### src/rtl/irpdt_pkg.sv
package irpdt_pkg;

  // counter width default
  localparam int unsigned CountWidthDef = 20;

  // register indexes on the configuration port
  localparam logic [2:0] CFG_MARK_TICKS         = 3'd0;
  localparam logic [2:0] CFG_ONE_SPACE_TICKS    = 3'd1;
  localparam logic [2:0] CFG_LEADER_MARK_TICKS  = 3'd2;
  localparam logic [2:0] CFG_LEADER_SPACE_TICKS = 3'd3;
  localparam logic [2:0] CFG_TAIL_GAP_TICKS     = 3'd4;

  // register reset values, cut down to the counter width at the point of use
  localparam logic [31:0] RST_MARK_TICKS         = 32'd22500;
  localparam logic [31:0] RST_ONE_SPACE_TICKS    = 32'd67500;
  localparam logic [31:0] RST_LEADER_MARK_TICKS  = 32'd360000;
  localparam logic [31:0] RST_LEADER_SPACE_TICKS = 32'd180000;
  localparam logic [31:0] RST_TAIL_GAP_TICKS     = 32'd1600;

  // frame phases
  localparam logic [2:0] PH_IDLE   = 3'd0;
  localparam logic [2:0] PH_LMARK  = 3'd1;
  localparam logic [2:0] PH_LSPACE = 3'd2;
  localparam logic [2:0] PH_BMARK  = 3'd3;
  localparam logic [2:0] PH_BSPACE = 3'd4;
  localparam logic [2:0] PH_STOP   = 3'd5;
  localparam logic [2:0] PH_GAP    = 3'd6;

  // bits in one frame
  localparam logic [5:0] FRAME_BITS = 6'd32;

  // one result transaction
  typedef struct packed {
    logic frame_done;
    logic busy_res;
    logic carrier_enable;
  } result_t;

endpackage

### src/rtl/ir_pulse_distance_transmitter_core.sv
// channel   | direction | payload
// s_axis    | in        | tuser: start_req; tdata: device_address, command_byte
// m_axis    | out       | tdata: carrier_enable, busy_res, frame_done, zero pad
// cfg       | in        | write enable, register index, COUNT_WIDTH-bit tick count
//
// One input transaction is one timing tick and yields one result transaction.
// A transaction is accepted every cycle: the frame state (phase, tick counter,
// shift register, bit count) steps in the cycle of acceptance and the result
// goes into a two-entry output stage, so s_axis_tready drops only when both
// entries hold results the downstream side has not taken.
// Reset clears the frame state to idle and loads the default tick counts.
module ir_pulse_distance_transmitter_core
  import irpdt_pkg::*;
#(
  parameter int unsigned COUNT_WIDTH = CountWidthDef
) (
  input  logic                   clk_i,
  input  logic                   rst_ni,
  // slave side
  input  logic                   s_axis_tvalid,
  output logic                   s_axis_tready,
  input  logic [15:0]            s_axis_tdata,   // [7:0] device_address, [15:8] command_byte
  input  logic                   s_axis_tuser,   // [0] start_req
  // master side
  output logic                   m_axis_tvalid,
  input  logic                   m_axis_tready,
  output logic [7:0]             m_axis_tdata,   // [0] carrier_enable, [1] busy_res,
                                                 // [2] frame_done, [7:3] zero
  // configuration writes
  input  logic                   cfg_we_i,
  input  logic [2:0]             cfg_idx_i,
  input  logic [COUNT_WIDTH-1:0] cfg_data_i
);

  // configuration registers
  logic [COUNT_WIDTH-1:0] mark_q, one_space_q, lead_mark_q, lead_space_q, tail_gap_q;

  always_ff @(posedge clk_i or negedge rst_ni) begin
    if (!rst_ni) begin
      mark_q       <= RST_MARK_TICKS[COUNT_WIDTH-1:0];
      one_space_q  <= RST_ONE_SPACE_TICKS[COUNT_WIDTH-1:0];
      lead_mark_q  <= RST_LEADER_MARK_TICKS[COUNT_WIDTH-1:0];
      lead_space_q <= RST_LEADER_SPACE_TICKS[COUNT_WIDTH-1:0];
      tail_gap_q   <= RST_TAIL_GAP_TICKS[COUNT_WIDTH-1:0];
    end else if (cfg_we_i) begin
      unique case (cfg_idx_i)
        CFG_MARK_TICKS:         mark_q       <= cfg_data_i;
        CFG_ONE_SPACE_TICKS:    one_space_q  <= cfg_data_i;
        CFG_LEADER_MARK_TICKS:  lead_mark_q  <= cfg_data_i;
        CFG_LEADER_SPACE_TICKS: lead_space_q <= cfg_data_i;
        CFG_TAIL_GAP_TICKS:     tail_gap_q   <= cfg_data_i;
        default: ;
      endcase
    end
  end

  // frame state
  logic [2:0]             phase_q, phase_d;
  logic [COUNT_WIDTH-1:0] tick_q, tick_d;
  logic [31:0]            shift_q, shift_d;
  logic [5:0]             bits_q, bits_d;

  // effective state for this tick, after a possible start
  logic [2:0]             cur_phase;
  logic [COUNT_WIDTH-1:0] cur_tick;
  logic [31:0]            cur_shift;
  logic [5:0]             cur_bits;
  logic                   run;
  logic [7:0]             addr, cmd;

  assign addr = s_axis_tdata[7:0];
  assign cmd  = s_axis_tdata[15:8];

  always_comb begin
    cur_phase = phase_q;
    cur_tick  = tick_q;
    cur_shift = shift_q;
    cur_bits  = bits_q;
    run       = 1'b1;
    // unused phase codes count as idle
    if (phase_q == PH_IDLE || phase_q > PH_GAP) begin
      cur_phase = PH_IDLE;
      if (!s_axis_tuser) begin
        run = 1'b0;
      end else begin
        cur_phase = PH_LMARK;
        cur_tick  = '0;
        cur_shift = {addr, ~addr, cmd, ~cmd};
        cur_bits  = FRAME_BITS;
      end
    end
  end

  // length of the current phase, zero acts as one tick
  logic [COUNT_WIDTH-1:0] dur, dur_eff;
  logic                   last_tick;

  always_comb begin
    case (cur_phase)
      PH_LMARK:  dur = lead_mark_q;
      PH_LSPACE: dur = lead_space_q;
      PH_BSPACE: dur = cur_shift[31] ? one_space_q : mark_q;
      PH_GAP:    dur = tail_gap_q;
      default:   dur = mark_q;
    endcase
    dur_eff   = (dur == '0) ? COUNT_WIDTH'(1) : dur;
    last_tick = ({1'b0, cur_tick} + (COUNT_WIDTH + 1)'(1)) >= {1'b0, dur_eff};
  end

  // next state and result
  result_t res;

  always_comb begin
    phase_d = cur_phase;
    tick_d  = cur_tick;
    shift_d = cur_shift;
    bits_d  = cur_bits;
    res     = '0;
    if (run) begin
      res.busy_res       = 1'b1;
      res.carrier_enable = (cur_phase == PH_LMARK) || (cur_phase == PH_BMARK) ||
                           (cur_phase == PH_STOP);
      if (last_tick) begin
        tick_d = '0;
        unique case (cur_phase)
          PH_LMARK:  phase_d = PH_LSPACE;
          PH_LSPACE: phase_d = PH_BMARK;
          PH_BMARK:  phase_d = PH_BSPACE;
          PH_BSPACE: begin
            shift_d = {cur_shift[30:0], 1'b0};
            if (cur_bits <= 6'd1) begin
              bits_d  = '0;
              phase_d = PH_STOP;
            end else begin
              bits_d  = cur_bits - 6'd1;
              phase_d = PH_BMARK;
            end
          end
          PH_STOP:   phase_d = PH_GAP;
          default: begin
            phase_d        = PH_IDLE;
            res.frame_done = 1'b1;
          end
        endcase
      end else begin
        tick_d = cur_tick + COUNT_WIDTH'(1);
      end
    end
  end

  // two-entry output stage
  logic    out_v_q, skid_v_q;
  result_t out_q, skid_q;
  logic    accept, pop;

  assign s_axis_tready = !skid_v_q;
  assign accept        = s_axis_tvalid && s_axis_tready;
  assign pop           = out_v_q && m_axis_tready;

  always_ff @(posedge clk_i or negedge rst_ni) begin
    if (!rst_ni) begin
      phase_q  <= PH_IDLE;
      tick_q   <= '0;
      shift_q  <= '0;
      bits_q   <= '0;
      out_v_q  <= 1'b0;
      skid_v_q <= 1'b0;
    end else begin
      // frame state steps on every accepted transaction
      if (accept) begin
        phase_q <= phase_d;
        tick_q  <= tick_d;
        shift_q <= shift_d;
        bits_q  <= bits_d;
      end
      if (!out_v_q || pop) begin
        if (skid_v_q) begin
          out_v_q  <= 1'b1;
          skid_v_q <= 1'b0;
        end else begin
          out_v_q <= accept;
        end
      end else if (accept) begin
        skid_v_q <= 1'b1;
      end
    end
  end

  // output payload
  always_ff @(posedge clk_i) begin
    if (!out_v_q || pop) begin
      if (skid_v_q) begin
        out_q <= skid_q;
      end else if (accept) begin
        out_q <= res;
      end
    end else if (accept) begin
      skid_q <= res;
    end
  end

  assign m_axis_tvalid = out_v_q;
  assign m_axis_tdata  = {5'b0, out_q.frame_done, out_q.busy_res, out_q.carrier_enable};

endmodule
### config.mk
export PLATFORM = sky130hd
export DESIGN_NAME = ir_pulse_distance_transmitter_core
export DESIGN_NICKNAME = d
export VERILOG_FILES = /design/src/rtl/irpdt_pkg.sv /design/src/rtl/ir_pulse_distance_transmitter_core.sv
export SDC_FILE = /design/constraint.sdc
export NUM_CORES = 1
export LEC_CHECK = 0
export BUFFER_PORTS_ARGS = -buffer_cell sky130_fd_sc_hd__buf_4
export CORE_ASPECT_RATIO = 0.75
export CORE_MARGIN = 4
export CORE_UTILIZATION = 35
export DETAILED_ROUTE_END_ITERATION = 7
export SETUP_SLACK_MARGIN = 0.2
export SLEW_MARGIN = 40
export SYNTH_ARGS = -nofsm -noshare
export SYNTH_HDL_FRONTEND = slang
export SYNTH_SLANG_ARGS = --single-unit
### constraint.sdc
create_clock -name clk_i -period 3.77 [get_ports clk_i]
set_input_delay 0.9425 -clock clk_i [delete_from_list [all_inputs] [get_ports clk_i]]
set_output_delay 0.9425 -clock clk_i [all_outputs]
set_load 0.01 [all_outputs]
==> results.json <==
{
  "grt_pass1_vias": 6648,
  "fin_crit_ps": 4170,
  "drcViolationCount": 0,
  "slowest_stage": "nor3_4",
  "cts_buffer_depth": 2,
  "crit_path_end_kind": "register",
  "combPwrFrac_pct": 43.0,
  "vias": 6751,
  "cts_tree": "done",
  "placedCellCount": 1187,
  "worstHoldStart": "shift_q[27]$_DFFE_PN0P_",
  "p_clk_share_pct": 23.2,
  "viasPerCell": 5.41,
  "crit_type": "input pin to register",
  "antenna_found_initial": 0,
  "synth-main-ff-cell": "dfrtp_1",
  "report.final.setup_viol": 60,
  "die_x_um": 188,
  "synth_edf_count": 6,
  "fmax_mhz": 240,
  "hold_buffers": 0,
  "critPathMaxFanout": 7,
  "start_util_pct": 35.5,
  "synth_cell_types": 64,
  "fin_nets": 997,
  "drive_gt1_share_pct": 48.6,
  "place_congestion": 0.829,
  "grt_pass1_wl_um": 37100,
  "finClkSkew_ps": 6.99,
  "pwr_density_cell_nw_per_um2": 705,
  "slew_viol_final": 0,
  "cpMostUsedCell": "buf_4",
  "place_area_um2": 10100,
  "tightest_slew_ps": 723,
  "synthToLayoutAreaGrowth_pct": 36.2,
  "power_leakage_uw": 0.00490,
  "holdPathEnd": "shift_q[28]$_DFFE_PN0P_",
  "die_h_um": 143,
  "htreeDepth": 4,
  "synth-seq-cells": 169,
  "grtUsageTotal_pct": 17.2,
  "num_io_pins": 55,
  "async_reset_ff_share_pct": 96.4,
  "p_int_uw": 5270,
  "hold_viol": 0,
  "hold_path.class": "register to register",
  "drv_cap": 0,
  "irDropWorstVdd_mv": 0.287,
  "fin_ws_ps": -399,
  "relSlewSlack_pct": 51.8,
  "drtIter0Drc": 579,
  "cts_sinks": 169,
  "clock-root-buffer": "clkbuf_16",
  "reg2reg_slack_ps": -370,
  "dr.pass1.iters": 6,
  "ys_seq_area_share_pct": 50.8,
  "synthCells": 773,
  "timing.hold.ws_ps": 496,
  "arrival_ps": 4490,
  "clkLatencyLatePin_ps": 430,
  "antenna_left": 0,
  "rr_worst_depth": 21,
  "hold_depth": 2,
  "rows": 49,
  "die_area_um2": 26800,
  "p_sw_uw": 2880,
  "port_buffers": 49,
  "cp_cell_sequence": "buf_12 > buf_6 > or4b_4 > buf_4 > nand2_2 > buf_4 > nor3_4 > nand3_2 > xor2_2 > nor2_1 > ha_1 > nand4_1 > buf_4 > nor2_2 > a2bb2oi_2 > and4_4 > o21ai_4 > buf_6 > nand3_4 > buf_8 > o221a_4",
  "dpl.hpwl_um": 15100,
  "cts_made_buffers": 17,
  "routed_wl_um": 23400,
  "swShare_pct": 35.3,
  "rsz0062_at_grt": "yes",
  "instances_no_fill": 1248,
  "antenna_cells": 0,
  "grt-ovfl-total": 0,
  "total_power_uw": 8150,
  "status": "complete, but fails checks",
  "yosys_warnings": 0,
  "grt_start_max_net_pins": 87,
  "clkTransAtPathRegs_ps": 70,
  "crit_start": "s_axis_tuser",
  "max_stage_delay_ps": 340,
  "reg2reg_from": "phase_q[0]$_DFFE_PN0P_",
  "synth_area_um2": 8480,
  "start_kind": "input pin",
  "fin_area_um2": 11600,
  "synth.avg_cell_area_um2": 11.0,
  "power.share.sequential_pct": 33.9,
  "fin_crit_sh_pct": 111,
  "critPathRequiredTime_ps": 4090,
  "core-area_um2": 23900,
  "wire_per_inst_um": 18.8,
  "violations": "setup timing",
  "r2r_end": "shift_q[4]$_DFFE_PN0P_"
}
## stage by stage
step / util (%) / setup WS [ps] / setup TNS (ps)
final: 48.3 / -399 / -17490
after global routing: 48.3 / -553 / -28650
after CTS: 46.5 / -325 / -13310
after detailed placement: 42.0 / -1040 / -53330
after global placement: 42.0 / -912 / -47570
after floorplan: - / -374 / -15600
## registers in the layout, indices dropped and copies added, names as in the netlist, 3 cells and up
signal,flops
m_axis_tdata,3
bits_q,6
tail_gap_q,20
one_space_q,20
mark_q,20
tick_q,20
lead_space_q,20
skid_q,3
lead_mark_q,20
phase_q,3
shift_q,32
## area by class of cell
cell class                      instances  area [µm²]
Sequential cell                       169        4310
Clock inverter                         13         183
Tap cell                              306         383
Clock buffer                           19         454
Inverter                               10        37.5
Timing Repair Buffer                  182        1600
Fill cell                            2130       12400
Multi-Input combinational cell        549        4580
## cells by family after synthesis
family                     share of synthesized area [%]
and+or+nand+nor                                     14.2
buffers and inverters                               3.35
muxes                                               13.9
DFF                                                 50.8
adders and majority gates                           3.39
AOI/OAI and AO/OA                                   12.7
other                                             0.0442
xor gates and xnor gates                            1.65
## how the worst max path moves through the flow
stage               slack [ps]  cells after the start                      end
floorplan                 -370                     20   shift_q[3]$_DFFE_PN0P_
global placement          -910                     18    bits_q[4]$_DFFE_PN0P_
detailed placement       -1040                     18    bits_q[4]$_DFFE_PN0P_
CTS                       -320                     18  shift_q[19]$_DFFE_PN0P_
global route              -550                     19  shift_q[23]$_DFFE_PN0P_
finish                    -400                     21   shift_q[4]$_DFFE_PN0P_
## metal layers
metal  track usage [%]  vias to the layer above  wire (µm)  part of all wire (%)
met2              24.7                      156      10200                    44
met1              26.6                     3403      11800                    50
met3              3.15                       21       1100                   4.7
met4              4.86                        0        302                   1.3
li1                  -                     3171          -                     -
met5                 0                        -          0                     0
## timing repair
action,CTS,global route
setup endpoints to repair,63,63
pin swaps,18,16
buffers inserted,13,10
gates cloned,3,3
resized for setup,55,58
## power groups by stage
stage	combinational (µW)	sequential (µW)	clock (µW)
floorplan	1880	2620	0
global placement	2950	2730	0
detailed placement	2990	2730	0
CTS	3240	2720	1930
global route	3830	2820	2020
finish	3500	2760	1890
## cell usage in the layout, fill, tap and decap left out, drive strengths merged, types with 4 or more instances in the layout
cell | Yosys | layout
inv | 10 | 15
ha | 23 | 23
buf | 23 | 178
o221a | 7 | 7
a221o | 6 | 6
o31ai | 5 | 5
o21ai | 30 | 30
xnor2 | 4 | 4
nand2b | 5 | 5
o22ai | 10 | 10
mux2 | 103 | 103
nand3 | 33 | 33
dfstp | 38 | 38
xor2 | 12 | 12
o41ai | 10 | 10
or3 | 5 | 5
edfxtp | 6 | 6
a21oi | 22 | 22
a22oi | 15 | 15
nand4 | 13 | 13
nand2 | 110 | 110
conb | 1 | 5
o21a | 4 | 4
dfrtp | 125 | 125
nor2 | 45 | 45
nor3 | 12 | 12
and3 | 13 | 13
a222oi | 12 | 12
clkbuf | 27 | 23
a221oi | 10 | 10
## critical path, delay by kind of cell
kind            cells  cell delay [ps]
compound gates      3              520
xor+xnor            1              240
fa+ha+maj           1              320
buf+inv             7             1030
simple gates        9             1440
## cell usage after synthesis (3+ instances only)
master | count | area share, %
edfxtp_1 | 6 | 2.1
buf_1 | 3 | 0.13
a21oi_1 | 22 | 1.3
o41ai_1 | 10 | 1.0
a221o_1 | 6 | 0.71
o21a_1 | 4 | 0.35
dfstp_2 | 38 | 12
buf_2 | 8 | 0.47
o22ai_1 | 10 | 0.74
xor2_1 | 12 | 1.2
or3_1 | 5 | 0.37
a221oi_1 | 10 | 1.0
nand4_1 | 12 | 0.89
dfrtp_1 | 125 | 37
o21ai_0 | 27 | 1.6
a222oi_1 | 12 | 1.4
ha_1 | 23 | 3.4
buf_4 | 11 | 0.97
nand2b_1 | 4 | 0.30
mux2_2 | 103 | 14
nor2_1 | 43 | 1.9
nor3_1 | 12 | 0.71
nand2_1 | 109 | 4.8
nand3_1 | 33 | 1.9
o31ai_1 | 5 | 0.44
xnor2_1 | 4 | 0.41
o221a_2 | 7 | 0.93
inv_1 | 10 | 0.44
and3_1 | 13 | 0.96
a22oi_1 | 15 | 1.3
clkbuf_1 | 27 | 1.2
No activity file was read; power rests on OpenSTA's default activity.
